**config.mk**
```make
export PLATFORM = sky130hd
export DESIGN_NAME = elgamal_sign_verify_top_flat
export DESIGN_NICKNAME = d
export VERILOG_FILES = /design/src/rtl/core/elg_pkg.sv /design/src/rtl/core/elg_if.sv /design/src/rtl/core/elg_modmul.sv /design/src/rtl/core/elgamal_sign_verify_top.sv /design/src/flat_wrapper.sv
export SDC_FILE = /design/constraint.sdc
export NUM_CORES = 1
export LEC_CHECK = 0
export BUFFER_PORTS_ARGS = -buffer_cell sky130_fd_sc_hd__buf_2
export CAP_MARGIN = 5
export CORE_MARGIN = 2
export CORE_UTILIZATION = 45
export DETAILED_ROUTE_END_ITERATION = 16
export PLACE_DENSITY_LB_ADDON = 0.2
export SYNTH_ARGS = -nofsm -noshare
export SYNTH_HDL_FRONTEND = slang
export SYNTH_HIERARCHICAL = 1
export SYNTH_SLANG_ARGS = --single-unit
```
**constraint.sdc**
```tcl
create_clock -name clk -period 18 [get_ports clk]
set_input_delay 0.9 -clock clk [delete_from_list [all_inputs] [get_ports clk]]
set_output_delay 0.9 -clock clk [all_outputs]
set_load 0.05 [all_outputs]
```
**src/rtl/core/elg_pkg.sv**
```systemverilog
// Shared constants for the ElGamal signature engine.
package elg_pkg;
    localparam int WIDTH_DEF = 16;
    localparam int REG_W = 16;

    localparam logic [1:0] REG_MODULUS = 2'd0;
    localparam logic [1:0] REG_GENERATOR = 2'd1;
    localparam logic [1:0] REG_PRIVATE = 2'd2;
    localparam logic [1:0] REG_PUBLIC = 2'd3;

    localparam logic OP_SIGN = 1'b0;
    localparam logic OP_VERIFY = 1'b1;
endpackage

```
**src/rtl/core/elg_if.sv**
```systemverilog
// Valid/ready channel interfaces for request and result items.
interface elg_req_if;
    logic        valid;
    logic        ready;
    logic        operation;
    logic [15:0] message;
    logic [15:0] nonce;
    logic [15:0] nonce_inverse;
    logic [15:0] sig_first_in;
    logic [15:0] sig_second_in;
    modport source (output valid, operation, message, nonce, nonce_inverse,
                    sig_first_in, sig_second_in, input ready);
    modport sink (input valid, operation, message, nonce, nonce_inverse,
                  sig_first_in, sig_second_in, output ready);
endinterface

interface elg_res_if;
    logic        valid;
    logic        ready;
    logic [15:0] sig_first;
    logic [15:0] sig_second;
    logic        valid_res;
    modport source (output valid, sig_first, sig_second, valid_res, input ready);
    modport sink (input valid, sig_first, sig_second, valid_res, output ready);
endinterface

```
**src/rtl/core/elg_modmul.sv**
```systemverilog
// Bit-serial modular multiplier: r = a*b mod m, one bit of b per cycle, MSB first.
module elg_modmul
    import elg_pkg::*;
#(
    parameter int WIDTH = WIDTH_DEF
)
(
    input  logic             clk,
    input  logic             rst_n,
    input  logic             start,
    input  logic [WIDTH-1:0] a,
    input  logic [WIDTH-1:0] b,
    input  logic [WIDTH-1:0] m,
    output logic             done,
    output logic [WIDTH-1:0] r
);
    localparam int CW = $clog2(WIDTH + 1);

    logic [WIDTH-1:0] acc_reg, acc_next;
    logic [WIDTH-1:0] b_reg, b_next;
    logic [CW-1:0]    cnt_reg, cnt_next;
    logic             busy_reg, busy_next;
    logic             done_reg, done_next;
    logic [WIDTH+1:0] dbl, dred, add, ared;

    // a is assumed already reduced below m
    always_comb
    begin
        dbl  = {1'b0, acc_reg, 1'b0};
        dred = (dbl >= {2'b00, m}) ? dbl - {2'b00, m} : dbl;
        add  = dred + (b_reg[WIDTH-1] ? {2'b00, a} : '0);
        ared = (add >= {2'b00, m}) ? add - {2'b00, m} : add;
        acc_next  = acc_reg;
        b_next    = b_reg;
        cnt_next  = cnt_reg;
        busy_next = busy_reg;
        done_next = 1'b0;
        if (start)
        begin
            acc_next  = '0;
            b_next    = b;
            cnt_next  = CW'(WIDTH);
            busy_next = 1'b1;
        end
        else if (busy_reg)
        begin
            acc_next = ared[WIDTH-1:0];
            b_next   = {b_reg[WIDTH-2:0], 1'b0};
            cnt_next = cnt_reg - CW'(1);
            if (cnt_reg == CW'(1))
            begin
                busy_next = 1'b0;
                done_next = 1'b1;
            end
        end
    end

    always_ff @(posedge clk or negedge rst_n)
    begin
        if (!rst_n)
        begin
            busy_reg <= 1'b0;
            done_reg <= 1'b0;
            cnt_reg  <= '0;
        end
        else
        begin
            busy_reg <= busy_next;
            done_reg <= done_next;
            cnt_reg  <= cnt_next;
        end
    end

    always_ff @(posedge clk)
    begin
        acc_reg <= acc_next;
        b_reg   <= b_next;
    end

    assign done = done_reg;
    assign r    = acc_reg;
endmodule

```
**src/rtl/core/elgamal_sign_verify_top.sv**
```systemverilog
// ElGamal sign/verify engine top level with sequencer.
//
// Usage: configure modulus p, generator, private key and public key through
// the write port (index 0..3) while idle. Send one request on req: operation
// 0 signs (message, nonce, nonce_inverse), 1 verifies (message, sig_first_in,
// sig_second_in). Exactly one result follows on res.
// All products and reductions run through one bit-serial modular multiplier;
// a product is issued, steps through each bit of b and then signals done.
// Reducing an operand is a product by one. Each exponent bit costs a square,
// plus a multiply by the base when the bit is set, then a bit step.
// Sign takes seven products and one exponentiation by the nonce; verify takes
// four products and three exponentiations, by gamma, delta and the message;
// each exponentiation walks all WIDTH bits of its exponent.
// One item at a time; req.ready is high only when idle and the result
// register is empty. A stalled receiver holds the result in its output
// register and the next item waits until it is taken.
// Reset returns the registers to p=3, generator 2, private key 0, public
// key 1, and empties the engine. A modulus below 3 gives an all-zero result.
module elgamal_sign_verify_top
    import elg_pkg::*;
#(
    parameter int WIDTH = WIDTH_DEF
)
(
    input  logic             clk,
    input  logic             rst_n,
    input  logic             cfg_we,
    input  logic [1:0]       cfg_index,
    input  logic [REG_W-1:0] cfg_data,
    elg_req_if.sink          req,
    elg_res_if.source        res
);
    localparam int CW = $clog2(WIDTH + 1);

    // sign plan
    localparam logic [2:0] SG_BASE  = 3'd0;   // alpha mod p
    localparam logic [2:0] SG_GAMMA = 3'd1;   // alpha^k mod p
    localparam logic [2:0] SG_KEY   = 3'd2;   // private key mod q
    localparam logic [2:0] SG_GRED  = 3'd3;   // gamma mod q
    localparam logic [2:0] SG_KG    = 3'd4;   // key*gamma mod q
    localparam logic [2:0] SG_DIFF  = 3'd5;   // message mod q minus key*gamma
    localparam logic [2:0] SG_KINV  = 3'd6;   // nonce inverse mod q
    localparam logic [2:0] SG_DELTA = 3'd7;   // difference * inverse mod q
    // verify plan
    localparam logic [2:0] VF_BETA  = 3'd0;   // beta mod p
    localparam logic [2:0] VF_Y1    = 3'd1;   // beta^gamma
    localparam logic [2:0] VF_GRED  = 3'd2;   // gamma mod p
    localparam logic [2:0] VF_Y2    = 3'd3;   // gamma^delta
    localparam logic [2:0] VF_Y12   = 3'd4;   // y1*y2 mod p
    localparam logic [2:0] VF_ALPHA = 3'd5;   // alpha mod p
    localparam logic [2:0] VF_Y3    = 3'd6;   // alpha^message, compare

    typedef enum logic [9:0] {
        S_IDLE  = 10'b0000000001,
        S_PREP  = 10'b0000000010,
        S_MUL   = 10'b0000000100,
        S_MULW  = 10'b0000001000,
        S_SQ    = 10'b0000010000,
        S_SQW   = 10'b0000100000,
        S_ML    = 10'b0001000000,
        S_MLW   = 10'b0010000000,
        S_BIT   = 10'b0100000000,
        S_OUT   = 10'b1000000000
    } state_t;

    function automatic logic is_exp(input logic op, input logic [2:0] step);
        if (op == OP_SIGN)
            return step == SG_GAMMA;
        return (step == VF_Y1) || (step == VF_Y2) || (step == VF_Y3);
    endfunction

    state_t state_reg, state_next;

    logic [REG_W-1:0] mod_reg, gen_reg, priv_reg, pub_reg;
    logic [WIDTH-1:0] p, q;
    logic             op_reg;
    logic [WIDTH-1:0] msg_reg, k_reg, kinv_reg, gm_reg, dt_reg;
    logic [WIDTH-1:0] base_reg, acc_reg, e_reg, t0_reg, t1_reg;
    logic [CW-1:0]    bit_reg;
    logic [2:0]       step_reg, step_next, step_inc;
    logic [WIDTH-1:0] mm_a, mm_b, mm_m, mm_r;
    logic             mm_start, mm_done;
    logic [WIDTH-1:0] o_first_reg, o_second_reg;
    logic             o_ok_reg, o_valid_reg;
    logic             exp_next, last_step, use_q, exp_last, adv;
    logic [WIDTH-1:0] exp_src, diff, plain_a, plain_b;

    assign p = WIDTH'(mod_reg);
    assign q = p - WIDTH'(1);

    always_ff @(posedge clk or negedge rst_n)
    begin
        if (!rst_n)
        begin
            mod_reg  <= REG_W'(3);
            gen_reg  <= REG_W'(2);
            priv_reg <= '0;
            pub_reg  <= REG_W'(1);
        end
        else if (cfg_we)
        begin
            unique case (cfg_index)
                REG_MODULUS:   mod_reg  <= cfg_data;
                REG_GENERATOR: gen_reg  <= cfg_data;
                REG_PRIVATE:   priv_reg <= cfg_data;
                REG_PUBLIC:    pub_reg  <= cfg_data;
                default: ;
            endcase
        end
    end

    elg_modmul #(.WIDTH(WIDTH)) u_mul (
        .clk   (clk),
        .rst_n (rst_n),
        .start (mm_start),
        .a     (mm_a),
        .b     (mm_b),
        .m     (mm_m),
        .done  (mm_done),
        .r     (mm_r)
    );

    assign req.ready = (state_reg == S_IDLE) && !o_valid_reg;
    assign res.valid = o_valid_reg;
    assign res.sig_first  = 16'(o_first_reg);
    assign res.sig_second = 16'(o_second_reg);
    assign res.valid_res  = o_ok_reg;

    assign step_inc  = step_reg + 3'd1;
    assign exp_next  = is_exp(op_reg, step_inc);
    assign last_step = (op_reg == OP_SIGN) ? (step_reg == SG_DELTA) : (step_reg == VF_Y3);
    assign use_q     = (op_reg == OP_SIGN) && (step_reg != SG_BASE) && (step_reg != SG_GAMMA);
    assign exp_last  = (bit_reg == CW'(1));
    assign adv       = ((state_reg == S_MULW) && mm_done) || ((state_reg == S_BIT) && exp_last);
    // both operands are below q here, so one correction suffices
    assign diff      = (mm_r >= t0_reg) ? mm_r - t0_reg : mm_r + (q - t0_reg);

    // exponent of the next exponentiation step
    always_comb
    begin
        exp_src = msg_reg;
        if (op_reg == OP_SIGN)
            exp_src = k_reg;
        else if (step_inc == VF_Y1)
            exp_src = gm_reg;
        else if (step_inc == VF_Y2)
            exp_src = dt_reg;
    end

    // operands of plain products; a reduction is a product by one
    always_comb
    begin
        plain_a = WIDTH'(1);
        plain_b = '0;
        if (op_reg == OP_SIGN)
        begin
            case (step_reg)
                SG_BASE:  plain_b = WIDTH'(gen_reg);
                SG_KEY:   plain_b = WIDTH'(priv_reg);
                SG_GRED:  plain_b = o_first_reg;
                SG_KG:
                begin
                    plain_a = t0_reg;
                    plain_b = t1_reg;
                end
                SG_DIFF:  plain_b = msg_reg;
                SG_KINV:  plain_b = kinv_reg;
                SG_DELTA:
                begin
                    plain_a = t1_reg;
                    plain_b = t0_reg;
                end
                default: ;
            endcase
        end
        else
        begin
            case (step_reg)
                VF_BETA:  plain_b = WIDTH'(pub_reg);
                VF_GRED:  plain_b = gm_reg;
                VF_Y12:
                begin
                    plain_a = t0_reg;
                    plain_b = t1_reg;
                end
                VF_ALPHA: plain_b = WIDTH'(gen_reg);
                default: ;
            endcase
        end
    end

    // a and m stay put for the whole product
    always_comb
    begin
        mm_a = plain_a;
        mm_b = plain_b;
        mm_m = use_q ? q : p;
        if ((state_reg == S_SQ) || (state_reg == S_SQW))
        begin
            mm_a = acc_reg;
            mm_b = acc_reg;
        end
        else if ((state_reg == S_ML) || (state_reg == S_MLW))
        begin
            mm_a = base_reg;
            mm_b = acc_reg;
        end
    end

    assign mm_start = (state_reg == S_MUL) || (state_reg == S_SQ) || (state_reg == S_ML);

    always_comb
    begin
        state_next = state_reg;
        step_next  = step_reg;
        unique case (state_reg)
            S_IDLE:
                if (req.valid && req.ready)
                begin
                    state_next = S_PREP;
                    step_next  = '0;
                end
            S_PREP:
                if (p < WIDTH'(3))
                    state_next = S_OUT;
                else
                    state_next = S_MUL;
            S_MUL:
                state_next = S_MULW;
            S_MULW: ;
            S_SQ:
                state_next = S_SQW;
            S_SQW:
                if (mm_done)
                begin
                    if (e_reg[WIDTH-1])
                        state_next = S_ML;
                    else
                        state_next = S_BIT;
                end
            S_ML:
                state_next = S_MLW;
            S_MLW:
                if (mm_done)
                    state_next = S_BIT;
            S_BIT:
                if (!exp_last)
                    state_next = S_SQ;
            S_OUT:
                state_next = S_IDLE;
            default:
                state_next = S_IDLE;
        endcase
        if (adv)
        begin
            if (last_step)
                state_next = S_OUT;
            else
            begin
                step_next  = step_inc;
                state_next = exp_next ? S_SQ : S_MUL;
            end
        end
    end

    always_ff @(posedge clk or negedge rst_n)
    begin
        if (!rst_n)
        begin
            state_reg   <= S_IDLE;
            o_valid_reg <= 1'b0;
            step_reg    <= '0;
        end
        else
        begin
            state_reg <= state_next;
            step_reg  <= step_next;
            if (state_reg == S_OUT)
                o_valid_reg <= 1'b1;
            else if (res.valid && res.ready)
                o_valid_reg <= 1'b0;
        end
    end

    // registered updates of the datapath
    always_ff @(posedge clk)
    begin
        if (state_reg == S_IDLE && req.valid && req.ready)
        begin
            op_reg   <= req.operation;
            msg_reg  <= WIDTH'(req.message);
            k_reg    <= WIDTH'(req.nonce);
            kinv_reg <= WIDTH'(req.nonce_inverse);
            gm_reg   <= WIDTH'(req.sig_first_in);
            dt_reg   <= WIDTH'(req.sig_second_in);
        end
        if (state_reg == S_PREP)
        begin
            o_first_reg  <= '0;
            o_second_reg <= '0;
            o_ok_reg     <= 1'b0;
        end
        if (state_reg == S_MULW && mm_done)
        begin
            if (op_reg == OP_SIGN)
            begin
                case (step_reg)
                    SG_BASE:  base_reg <= mm_r;
                    SG_KEY:   t0_reg <= mm_r;
                    SG_GRED:  t1_reg <= mm_r;
                    SG_KG:    t0_reg <= mm_r;
                    SG_DIFF:  t1_reg <= diff;
                    SG_KINV:  t0_reg <= mm_r;
                    SG_DELTA: o_second_reg <= mm_r;
                    default: ;
                endcase
            end
            else
            begin
                case (step_reg)
                    VF_Y12:  t0_reg <= mm_r;
                    default: base_reg <= mm_r;
                endcase
            end
        end
        if ((state_reg == S_SQW || state_reg == S_MLW) && mm_done)
            acc_reg <= mm_r;
        if (state_reg == S_BIT)
        begin
            e_reg   <= {e_reg[WIDTH-2:0], 1'b0};
            bit_reg <= bit_reg - CW'(1);
            if (exp_last)
            begin
                if (op_reg == OP_SIGN)
                    o_first_reg <= acc_reg;
                else
                begin
                    case (step_reg)
                        VF_Y1:   t0_reg <= acc_reg;
                        VF_Y2:   t1_reg <= acc_reg;
                        default: o_ok_reg <= (acc_reg == t0_reg);
                    endcase
                end
            end
        end
        // an exponentiation never follows another, so this never meets the shift above
        if (adv && !last_step && exp_next)
        begin
            acc_reg <= WIDTH'(1);
            e_reg   <= exp_src;
            bit_reg <= CW'(WIDTH);
        end
    end
endmodule
```
**src/flat_wrapper.sv**
```systemverilog
// flat-port wrapper written by rule: the top's interface ports become plain ports
module elgamal_sign_verify_top_flat import elg_pkg::*;
#(
    parameter int WIDTH = WIDTH_DEF
)
  (clk, rst_n, cfg_we, cfg_index, cfg_data, req_valid, req_operation, req_message, req_nonce, req_nonce_inverse, req_sig_first_in, req_sig_second_in, req_ready, res_valid, res_sig_first, res_sig_second, res_valid_res, res_ready);
  elg_req_if req_i ();
  elg_res_if res_i ();
  input  logic clk;
  input  logic rst_n;
  input  logic cfg_we;
  input  logic [1:0] cfg_index;
  input  logic [REG_W-1:0] cfg_data;
  input wire logic [$bits(req_i.valid)-1:0] req_valid;
  input wire logic [$bits(req_i.operation)-1:0] req_operation;
  input wire logic [$bits(req_i.message)-1:0] req_message;
  input wire logic [$bits(req_i.nonce)-1:0] req_nonce;
  input wire logic [$bits(req_i.nonce_inverse)-1:0] req_nonce_inverse;
  input wire logic [$bits(req_i.sig_first_in)-1:0] req_sig_first_in;
  input wire logic [$bits(req_i.sig_second_in)-1:0] req_sig_second_in;
  output wire logic [$bits(req_i.ready)-1:0] req_ready;
  output wire logic [$bits(res_i.valid)-1:0] res_valid;
  output wire logic [$bits(res_i.sig_first)-1:0] res_sig_first;
  output wire logic [$bits(res_i.sig_second)-1:0] res_sig_second;
  output wire logic [$bits(res_i.valid_res)-1:0] res_valid_res;
  input wire logic [$bits(res_i.ready)-1:0] res_ready;
  assign req_i.valid = req_valid;
  assign req_i.operation = req_operation;
  assign req_i.message = req_message;
  assign req_i.nonce = req_nonce;
  assign req_i.nonce_inverse = req_nonce_inverse;
  assign req_i.sig_first_in = req_sig_first_in;
  assign req_i.sig_second_in = req_sig_second_in;
  assign req_ready = req_i.ready;
  assign res_valid = res_i.valid;
  assign res_sig_first = res_i.sig_first;
  assign res_sig_second = res_i.sig_second;
  assign res_valid_res = res_i.valid_res;
  assign res_i.ready = res_ready;
  elgamal_sign_verify_top #(.WIDTH(WIDTH)) u_core (.clk(clk), .rst_n(rst_n), .cfg_we(cfg_we), .cfg_index(cfg_index), .cfg_data(cfg_data), .req(req_i), .res(res_i));
endmodule
```
**Yosys cells after proc, flatten, opt, wreduce, memory -nomap -nowiden**

Index checks and enable logic that the tools add are counted.

- Register bits: 316
- Bits of input ports: 104

- Reduce and logical (&&, ||, !) cells: 37
- Eq/ne operators: 33
- Add/sub/neg operators: 10
- Order comparisons: 4
- Muxes and demuxes: 79
- Bitwise logic cells: 1

Operators by type and width:

| cell | number |
|---|---|
| 16-bit 2-to-1 mux | 43 |
| 16-bit one-hot mux with 7 select lines | 1 |
| 10-bit one-hot mux with 9 select lines | 1 |
| 10-bit 2-to-1 mux | 7 |
| 16-bit one-hot mux with 2 select lines | 2 |
| 16-bit one-hot mux with 4 select lines | 1 |
| 16-bit subtractor | 3 |
| 18-bit by 16-bit adder with 18-bit output | 1 |
| 18-bit by 16-bit >= comparator with 1-bit output | 1 |
| 18-bit 2-to-1 mux | 1 |
| 17-bit by 16-bit subtractor with 18-bit output | 1 |
| 17-bit by 16-bit >= comparator with 1-bit output | 1 |
| 16-bit adder | 1 |
| 16-bit equality test | 1 |
| 16-bit >= comparator | 1 |
| 16-bit by 2-bit < comparator with 1-bit output, second input constant | 1 |
| 16-bit by 1-bit subtractor with 16-bit output, second input constant | 1 |
| 3-bit equality test, second input constant | 5 |
| 1-bit 2-to-1 mux | 15 |
| 5-bit 2-to-1 mux | 3 |
| 1-bit logical AND | 12 |
| 3-bit 2-to-1 mux | 4 |
| 10-bit by 1-bit equality test with 1-bit output, second input constant | 1 |
| 10-bit equality test, second input constant | 1 |
| 33 further kinds | 55 |

**Logic depth before layout (Yosys ltp)**

Gate-level depths: netlist of run 1.

- Depth after elaboration: 11
- Gate-level depth with buffers: 40
- Depth with buffers taken out: 37

**Modules after synthesis**

The synthesis of run 1 kept the hierarchy.

By module, submodules not included:

| module | cells an instance | instances | area each (µm²) | sequential area each (µm²) |
|---|---|---|---|---|
| elgamal_sign_verify_top | 1540 | 1 | 15140.8 | 7073.0 |
| elg_modmul | 517 | 1 | 4336.7 | 975.9 |

**Worst setup path before layout of run 1**

Ideal clock, no wire load.

- Path type: register to register
- Start: register u_core.mod_reg[0]
- End: register u_core.u_mul.acc_reg[0] (netlist: u_core/u_mul/r[0])
- Library setup time: 0.079 ns
- Arrival time: 7.439 ns
- Buffers on the path: 3
- Period minus slack after synthesis: 7.518 ns
- Path slack: 10.482 ns
- Cell stages (with the launch flop): 40
- Cells stage by stage: dfstp_2 -> inv_1 -> ha_1 -> nand2_2 -> or3_4 -> or3_4 -> or3_4 -> nor3_4 -> nand2_1 -> xnor2_1 -> inv_1 -> ha_1 -> nand2_1 -> o21ai_0 -> o21ai_0 -> nand2_1 -> a31oi_1 -> clkbuf_1 -> [... 4 more ...] -> fa_1 -> nor2b_1 -> o31ai_1 -> a21oi_1 -> a21oi_1 -> o21ai_0 -> nor4_1 -> nor3_1 -> xor2_1 -> ha_1 -> a211o_1 -> o211ai_1 -> nand2b_1 -> o221ai_1 -> o21ai_1 -> buf_6 -> mux2_4 -> a211oi_2

- Cells in the longest elaborated chain, start to end: 7
- Elaborated cells between the ends (all ways): 9
- Classes of those cells: add/sub (4); order compare (2); mux (3)

RTL lines:

| item | RTL line | RTL |
|---|---|---|
| from (decl) | elgamal_sign_verify_top.sv:74 | `logic [REG_W-1:0] mod_reg, gen_reg, priv_reg, pub_reg;` |
| from (signal assigned) | elgamal_sign_verify_top.sv:103 | `REG_MODULUS: mod_reg <= cfg_data;` |
| 16-bit by 1-bit subtractor with 16-bit output (*) | elgamal_sign_verify_top.sv:89 | `assign q = p - WIDTH'(1);` |
| 16-bit 2-to-1 mux (*) | elgamal_sign_verify_top.sv:197 | `mm_m = use_q ? q : p;` |
| via u_core.mm_m[12] | elgamal_sign_verify_top.sv:81 | `logic [WIDTH-1:0] mm_a, mm_b, mm_m, mm_r;` |
| 17-bit by 16-bit subtractor with 18-bit output / 17-bit by 16-bit >= comparator with 1-bit output (equally long branches) | elg_modmul.sv:30 | `dred = (dbl >= {2'b00, m}) ? dbl - {2'b00, m} : dbl;` |
| 18-bit 2-to-1 mux | elg_modmul.sv:30 |  |
| 18-bit by 16-bit adder with 18-bit output | elg_modmul.sv:31 | `add = dred + (b_reg[WIDTH-1] ? {2'b00, a} : '0);` |
| 18-bit by 16-bit >= comparator with 1-bit output / 16-bit subtractor (equally long branches) | elg_modmul.sv:32 | `ared = (add >= {2'b00, m}) ? add - {2'b00, m} : add;` |
| 16-bit 2-to-1 mux (*) | elg_modmul.sv:32 |  |
| to (signal assigned) | elg_modmul.sv:76 | `acc_reg <= acc_next;` |
| to (decl) | elg_modmul.sv:19 | `logic [WIDTH-1:0] acc_reg, acc_next;` |

Mark *: on every way through the listed nets, which the timed path passes. The rest lies on a longest branch.
A chain may end at the register's enable or synchronous reset.

**Worst setup path in the final report of run 1**

Same ends and word-level chain as after synthesis.

==> results.sh, run 1 <==
export IMPL_rsz0062_at_grt="false"
export IMPL_clock_latency_ps=570
export IMPL_clkPwrFrac_pct=20.8
export IMPL_drive_gt1_share_pct=16.8
export IMPL_cts_sinks=316
export IMPL_gp_congestion=0.970
export IMPL_cp_slowest_cell="o31ai_1"
export IMPL_crit_end="u_core/u_mul/r[0]$_SDFFE_PP0P_"
export IMPL_slew_violations=0
export IMPL_drt_antenna_violating_nets=0
export IMPL_finalHoldViolCount=0
export IMPL_yosys_area_top_type_share_pct=19.9
export IMPL_cp_data_required_time_ps=18470
export IMPL_syn_inst=2057
export IMPL_routed_wl_um=59200
export IMPL_vdd_drop_max_uv=113
export IMPL_remaining_drc_errors=0
export IMPL_synthDistinctLibCells=78
export IMPL_end_kind="flop"
export IMPL_r2r_end="u_core/u_mul/r[0]$_SDFFE_PP0P_"
export IMPL_status="finished clean"
export IMPL_nFillCells=3875
export IMPL_clkSlewWorstSetupHoldPaths_ps=60
export IMPL_cts_tree="done"
export IMPL_rows=76
export IMPL_syn_area_per_cell_um2=9.47
export IMPL_pwr_density_cell_nw_per_um2=178
export IMPL_post_cts_buffers=0
export IMPL_worstSetupPathType="flop to flop"
export IMPL_fmax_mhz=118
export IMPL_cp_max_fo=30
export IMPL_yosysWarnings=6
export IMPL_slew_headroom_pct=18.7
export IMPL_switching_share_pct=41.7
export IMPL_die_h_um=212
export IMPL_switchingPower_mw=1.63
export IMPL_via_per_inst=5.89
export IMPL_power_frac_seq_pct=27.3
export IMPL_areaGrowthSynthToFinish_pct=12.8
export IMPL_synth_area_leaders="edfxtp_1, dfxtp_1, dfrtp_1"
export IMPL_num_vias=16200
export IMPL_post_drt_wl_per_cell_um=21.5
export IMPL_synth_seq_cells=316
export IMPL_synth_most_common_cell="nand2_1"
export IMPL_cts_resized=0
export IMPL_cts_buffers=37
export IMPL_dieArea_um2=45000
export IMPL_final_cells=2749
export IMPL_core_area_um2=42900
export IMPL_postCtsHoldBufs=0
export IMPL_skew_ps=24.8
export IMPL_synth_common_cells="nand2_1, o21ai_0, nor2_1"
export IMPL_firstDrtPassIters=9
export IMPL_dpl_hpwl_um=43700
export IMPL_cp_start_kind="flop"
export IMPL_post_place_cells=2681
export IMPL_synth_area_um2=19500
export IMPL_crit_path_max_incr_delay_ps=430
export IMPL_grt_pass1_wl_um=91000
export IMPL_max_cap_violations=0
export IMPL_yosysSeqAreaShare_pct=41.3
export IMPL_io_buffer_count=138
export IMPL_overflow=0
export IMPL_timing_setup_tns_ps=0
export IMPL_arrival_ps=8910
export IMPL_start_util_pct=45.4
export IMPL_ios=139
export IMPL_grt_use_total_pct=26.5
export IMPL_holdWs_ps=317
export IMPL_postSynth_asyncResetShare_pct=26.9
export IMPL_p_int_mw=2.28
export IMPL_regToRegSetupSlack_ps=9560
export IMPL_period_share_pct=46.9
export IMPL_startpoint="u_core/mod_reg[0]$_DFFE_PN1P_"
export IMPL_clock_path_buffers=3
export IMPL_synth_area_leader_cell="edfxtp_1"
export IMPL_grt_antenna_before_repair=3
export IMPL_drt_initial_drc_count=1464
export IMPL_hold_class="input port to asynchronous set/reset pin"
export IMPL_dieWidth_um=212
export IMPL_rr_startpoint="u_core/mod_reg[0]$_DFFE_PN1P_"
export IMPL_worst_pin_slew_ps=1220
export IMPL_setup_viol=0
export IMPL_power_frac_comb_pct=51.9
export IMPL_n_antenna_cell=0
export IMPL_h_tree_depth=2
export IMPL_root_buffer="clkbuf_16"
export IMPL_grt_max_degree=73
export IMPL_syn_num_nets=2271
export IMPL_ys_flop_type="edfxtp_1"
export IMPL_synth_edf_count=129
export IMPL_r2r_cells=36
export IMPL_period_needed_ps=8440
export IMPL_power_total_mw=3.90
export IMPL_nets=2349
export IMPL_grt_pass1_vias=15900
export IMPL_power_leakage_nw=9.27
final cells by class:
cell class              instances  area, um2  share of cell area (%)
clock inverters                20        278                    1.26
multi-input cells            1531      10700                    48.5
well taps                     585        732                    3.33
repair buffers                162        873                    3.97
inverters                      87        328                    1.49
flip-flops and latches        316       8050                    36.6
clock buffers                  48       1050                    4.78
metal layers:
| layer | GRT usage, % | share of wire (%) | vias up |
|---|---|---|---|
| met1 | 34.4 | 42 | 7729 |
| met2 | 43.8 | 47 | 682 |
| met5 | 0 | 0.019 | - |
| met3 | 4.36 | 7.7 | 129 |
| li1 | - | - | 7641 |
| met4 | 11.2 | 3.8 | 2 |
power by group through the flow:
| stage | Clock [mW] | Sequential [mW] | Combinational, mW |
|---|---|---|---|
| 2_1_floorplan | 0 | 0.992 | 1.62 |
| 3_3_place_gp | 0 | 1.07 | 1.95 |
| 3_5_place_dp | 0 | 1.07 | 1.99 |
| 4_1_cts | 0.827 | 1.06 | 2.00 |
| 5_1_grt | 0.858 | 1.08 | 2.25 |
| 6_report | 0.813 | 1.06 | 2.02 |
layout by cell type, fill, tap and decap left out, drive strengths merged, types with 16 or more instances in the layout:
| master | n |
|---|---|
| nor4 | 16 |
| ha | 91 |
| o21ai | 177 |
| o22ai | 30 |
| nand2 | 246 |
| nand3 | 59 |
| clkbuf | 48 |
| xor2 | 55 |
| dfxtp | 102 |
| a22oi | 27 |
| xnor2 | 64 |
| a211oi | 26 |
| edfxtp | 129 |
| mux2i | 76 |
| mux2 | 92 |
| a222oi | 31 |
| a21o | 24 |
| nand2b | 16 |
| inv | 87 |
| nor3 | 36 |
| buf | 162 |
| dfrtp | 80 |
| and2 | 25 |
| a221oi | 20 |
| nor2 | 146 |
| a21oi | 89 |
| fa | 19 |
how the worst min path moves through the flow:
stage / endpoint / start / cells after the start
after detailed placement: u_core/res.sig_second[5]$_DFF_P_ / u_core/res.sig_second[5]$_DFF_P_ / 2
final: u_core/pub_reg[3]$_DFFE_PN0P_ / rst_n / 1
after global routing: u_core/pub_reg[3]$_DFFE_PN0P_ / rst_n / 1
after global placement: u_core/res.sig_second[14]$_DFF_P_ / u_core/res.sig_second[14]$_DFF_P_ / 2
after floorplan: u_core/bit_reg[4]$_SDFFE_PP1P_ / u_core/bit_reg[4]$_SDFFE_PP1P_ / 2
after CTS: u_core/pub_reg[3]$_DFFE_PN0P_ / rst_n / 1
cell families (layout without fill, tap and decap cells):
family	after synthesis	in the layout	synth area share (%)
DFF	316	316	41.3
and+or+nand+nor	615	615	14.7
buffers and inverters	210	317	4.24
adders and majority gates	110	110	7.80
AOI/OAI and AO/OA	519	519	17.4
xor gates and xnor gates	119	119	5.35
muxes	168	168	9.24
metrics by stage:
stage | utilization, % | cell area [um2] | worst slack, ps
after floorplan | - | 19500 | 10480
after global placement | 48.1 | 20600 | 9890
after detailed placement | 48.1 | 20600 | 9610
after CTS | 51.2 | 22000 | 9580
after global routing | 51.2 | 22000 | 8790
final | 51.2 | 22000 | 9560
worst max-delay path: cells and delay by family, from the launching register on:
kind | cells | cell delay [ps]
mux | 2 | 810
xor+xnor | 2 | 370
compound gates | 12 | 2830
simple gates | 12 | 2170
flops | 1 | 380
buf+inv | 4 | 630
fa+ha+maj | 4 | 1140
(Power assumes the default switching activity.)
==> run 2, diff against run 1 <==
==> constraint.sdc (replaced) <==
create_clock -name clk -period 7.5 [get_ports clk]
set_input_delay 0.375 -clock clk [delete_from_list [all_inputs] [get_ports clk]]
set_output_delay 0.375 -clock clk [all_outputs]
set_load 0.05 [all_outputs]
==> run 2 against run 1 <==
Sequential share of layout area is 2.7 points lower. Critical path type unchanged. Combinational power grew to 3.0 times the previous value. Via count is 5.0% higher. Non-clock buffer count is 165 higher. Clock power is 120% higher. Largest cell class unchanged. Critical path depth is 1 higher. Die area stayed put. Critical endpoint unchanged. Power grew to 2.6 times the previous value. Fmax is 16% higher.
==> results.sh, run 2 (synthesized netlist as in run 1, its figures left out) <==
export IMPL_status="finished clean"
export IMPL_clock_latency_ps=580
export IMPL_mostFrequentLayoutCells="nand2_1, o21ai_0, nor2_1"
export IMPL_worst_pin_slew_ps=1180
export IMPL_dp_slack_ps=-71.0
export IMPL_via_per_inst=5.83
export IMPL_gp_congestion=0.954
export IMPL_arrival_ps=7730
export IMPL_stdcell_area_um2=23700
export IMPL_slew_headroom_pct=21.0
export IMPL_crit_path_max_incr_delay_ps=400
export IMPL_fmax_mhz=138
export IMPL_end_kind="flop"
export IMPL_grt_max_degree=76
export IMPL_cts_sinks=316
export IMPL_drt_initial_drc_count=1330
export IMPL_power_leakage_nw=10.1
export IMPL_die_h_um=212
export IMPL_firstDrtPassIters=8
export IMPL_timing_setup_tns_ps=0
export IMPL_grt_antenna_before_repair=3
export IMPL_grt_pass1_vias=16700
export IMPL_clkSlewWorstSetupHoldPaths_ps=60
export IMPL_skew_ps=31.5
export IMPL_grt_pass1_wl_um=95500
export IMPL_core_area_um2=42900
export IMPL_cp_data_required_time_ps=7970
export IMPL_dpl_cell_area_um2=21100
export IMPL_vdd_drop_max_uv=366
export IMPL_cts_tree="done"
export IMPL_slew_violations=0
export IMPL_period_needed_ps=7260
export IMPL_num_vias=17000
export IMPL_max_cap_violations=0
export IMPL_cp_start_kind="flop"
export IMPL_overflow=0
export IMPL_cts_buffers=38
export IMPL_nets=2515
export IMPL_drt_antenna_violating_nets=0
export IMPL_h_tree_depth=2
export IMPL_dpl_hpwl_um=45300
export IMPL_drive_gt1_share_pct=21.0
export IMPL_setup_viol=0
export IMPL_finalHoldViolCount=0
export IMPL_areaGrowthSynthToFinish_pct=21.9
export IMPL_mostFrequentLayoutCell="nand2_1"
export IMPL_cp_slowest_cell="o41ai_2"
export IMPL_start_util_pct=45.4
export IMPL_io_buffer_count=138
export IMPL_remaining_drc_errors=0
export IMPL_rows=76
export IMPL_clock_path_buffers=3
export IMPL_grt_use_total_pct=27.8
export IMPL_period_share_pct=96.8
export IMPL_timing_final_ws_setup_ps=239
export IMPL_dieWidth_um=212
export IMPL_root_buffer="clkbuf_16"
export IMPL_worstSetupPathType="flop to flop"
export IMPL_dieArea_um2=45000
export IMPL_power_total_mw=10.2
export IMPL_routed_wl_um=63100
export IMPL_ios=139
export IMPL_cp_max_fo=6
export IMPL_hold_class="input port to flop"
export IMPL_post_drt_wl_per_cell_um=21.6
export IMPL_pwr_density_cell_nw_per_um2=429
[run 2: final timing paths]
| path | slack, ps | end | cells past startpoint | from |
|---|---|---|---|---|
| worst max-delay path | 240 | u_core/u_mul/r[0]$_SDFFE_PP0P_ | 37 | u_core/mod_reg[0]$_DFFE_PN1P_ |
| worst min-delay path | 80 | u_core/mod_reg[13]$_DFFE_PN0P_ | 2 | cfg_data[13] |
| worst max register to register | 240 | u_core/u_mul/r[0]$_SDFFE_PP0P_ | 37 | u_core/mod_reg[0]$_DFFE_PN1P_ |
| worst min register to register | 450 | u_core/res.sig_second[11]$_DFF_P_ | 2 | u_core/res.sig_second[11]$_DFF_P_ |
| max in group asynchronous | 6050 | u_core/mod_reg[5]$_DFFE_PN0P_ | 3 | rst_n |
| min in group asynchronous | 370 | u_core/gen_reg[3]$_DFFE_PN0P_ | 2 | rst_n |
[run 2: timing repair]
| item | 4_1_cts | 5_1_grt |
|---|---|---|
| resized for setup | 3 | 69 |
| gates cloned | 0 | 5 |
| hold buffers | 82 | 0 |
| endpoints found under the setup margin | 5 | 16 |
| buffers inserted | 1 | 20 |
| endpoints found under the hold margin | 121 | 0 |
| pin swaps | 1 | 26 |
[run 2: final cells by class]
class | instances | area, um2
inverter | 87 | 328
sequential | 316 | 8050
clock inverter | 17 | 188
timing repair buffer | 327 | 2420
clock buffer | 52 | 1040
antenna | 2 | 5.00
multi-input combinational | 1531 | 11000
tap | 585 | 732
fill | 3741 | 19100
[run 2: per-stage QoR]
step,cells,util [%],hold slack [ps]
2_1_floorplan,2057,-,79.4
6_report,2917,55.4,78.5
5_1_grt,2915,55.3,79.3
3_3_place_gp,2738,49.2,418
3_5_place_dp,2738,49.2,418
4_1_cts,2890,54.0,65.2
[run 2: report_power, final]
| group | switching [mW] | internal (mW) |
|---|---|---|
| sequential | 0.199 | 2.16 |
| clock | 0.764 | 1.06 |
| combinational | 3.27 | 2.73 |
[run 2: routing by layer]
| metal | GRT usage [%] | wire, um | vias up |
|---|---|---|---|
| met5 | 0 | 13 | - |
| li1 | - | - | 7967 |
| met3 | 4.93 | 4900 | 111 |
| met1 | 35.3 | 25400 | 8216 |
| met2 | 47.1 | 30600 | 696 |
| met4 | 10.9 | 2200 | 2 |
[run 2: worst max-delay path, delay by kind of cell (launching register included)]
kind | cells | cell delay, ps
mux | 2 | 630
simple gates | 12 | 2100
fa+ha+maj | 4 | 870
flops | 1 | 380
compound gates | 10 | 2020
xor+xnor | 2 | 360
buf+inv | 7 | 810
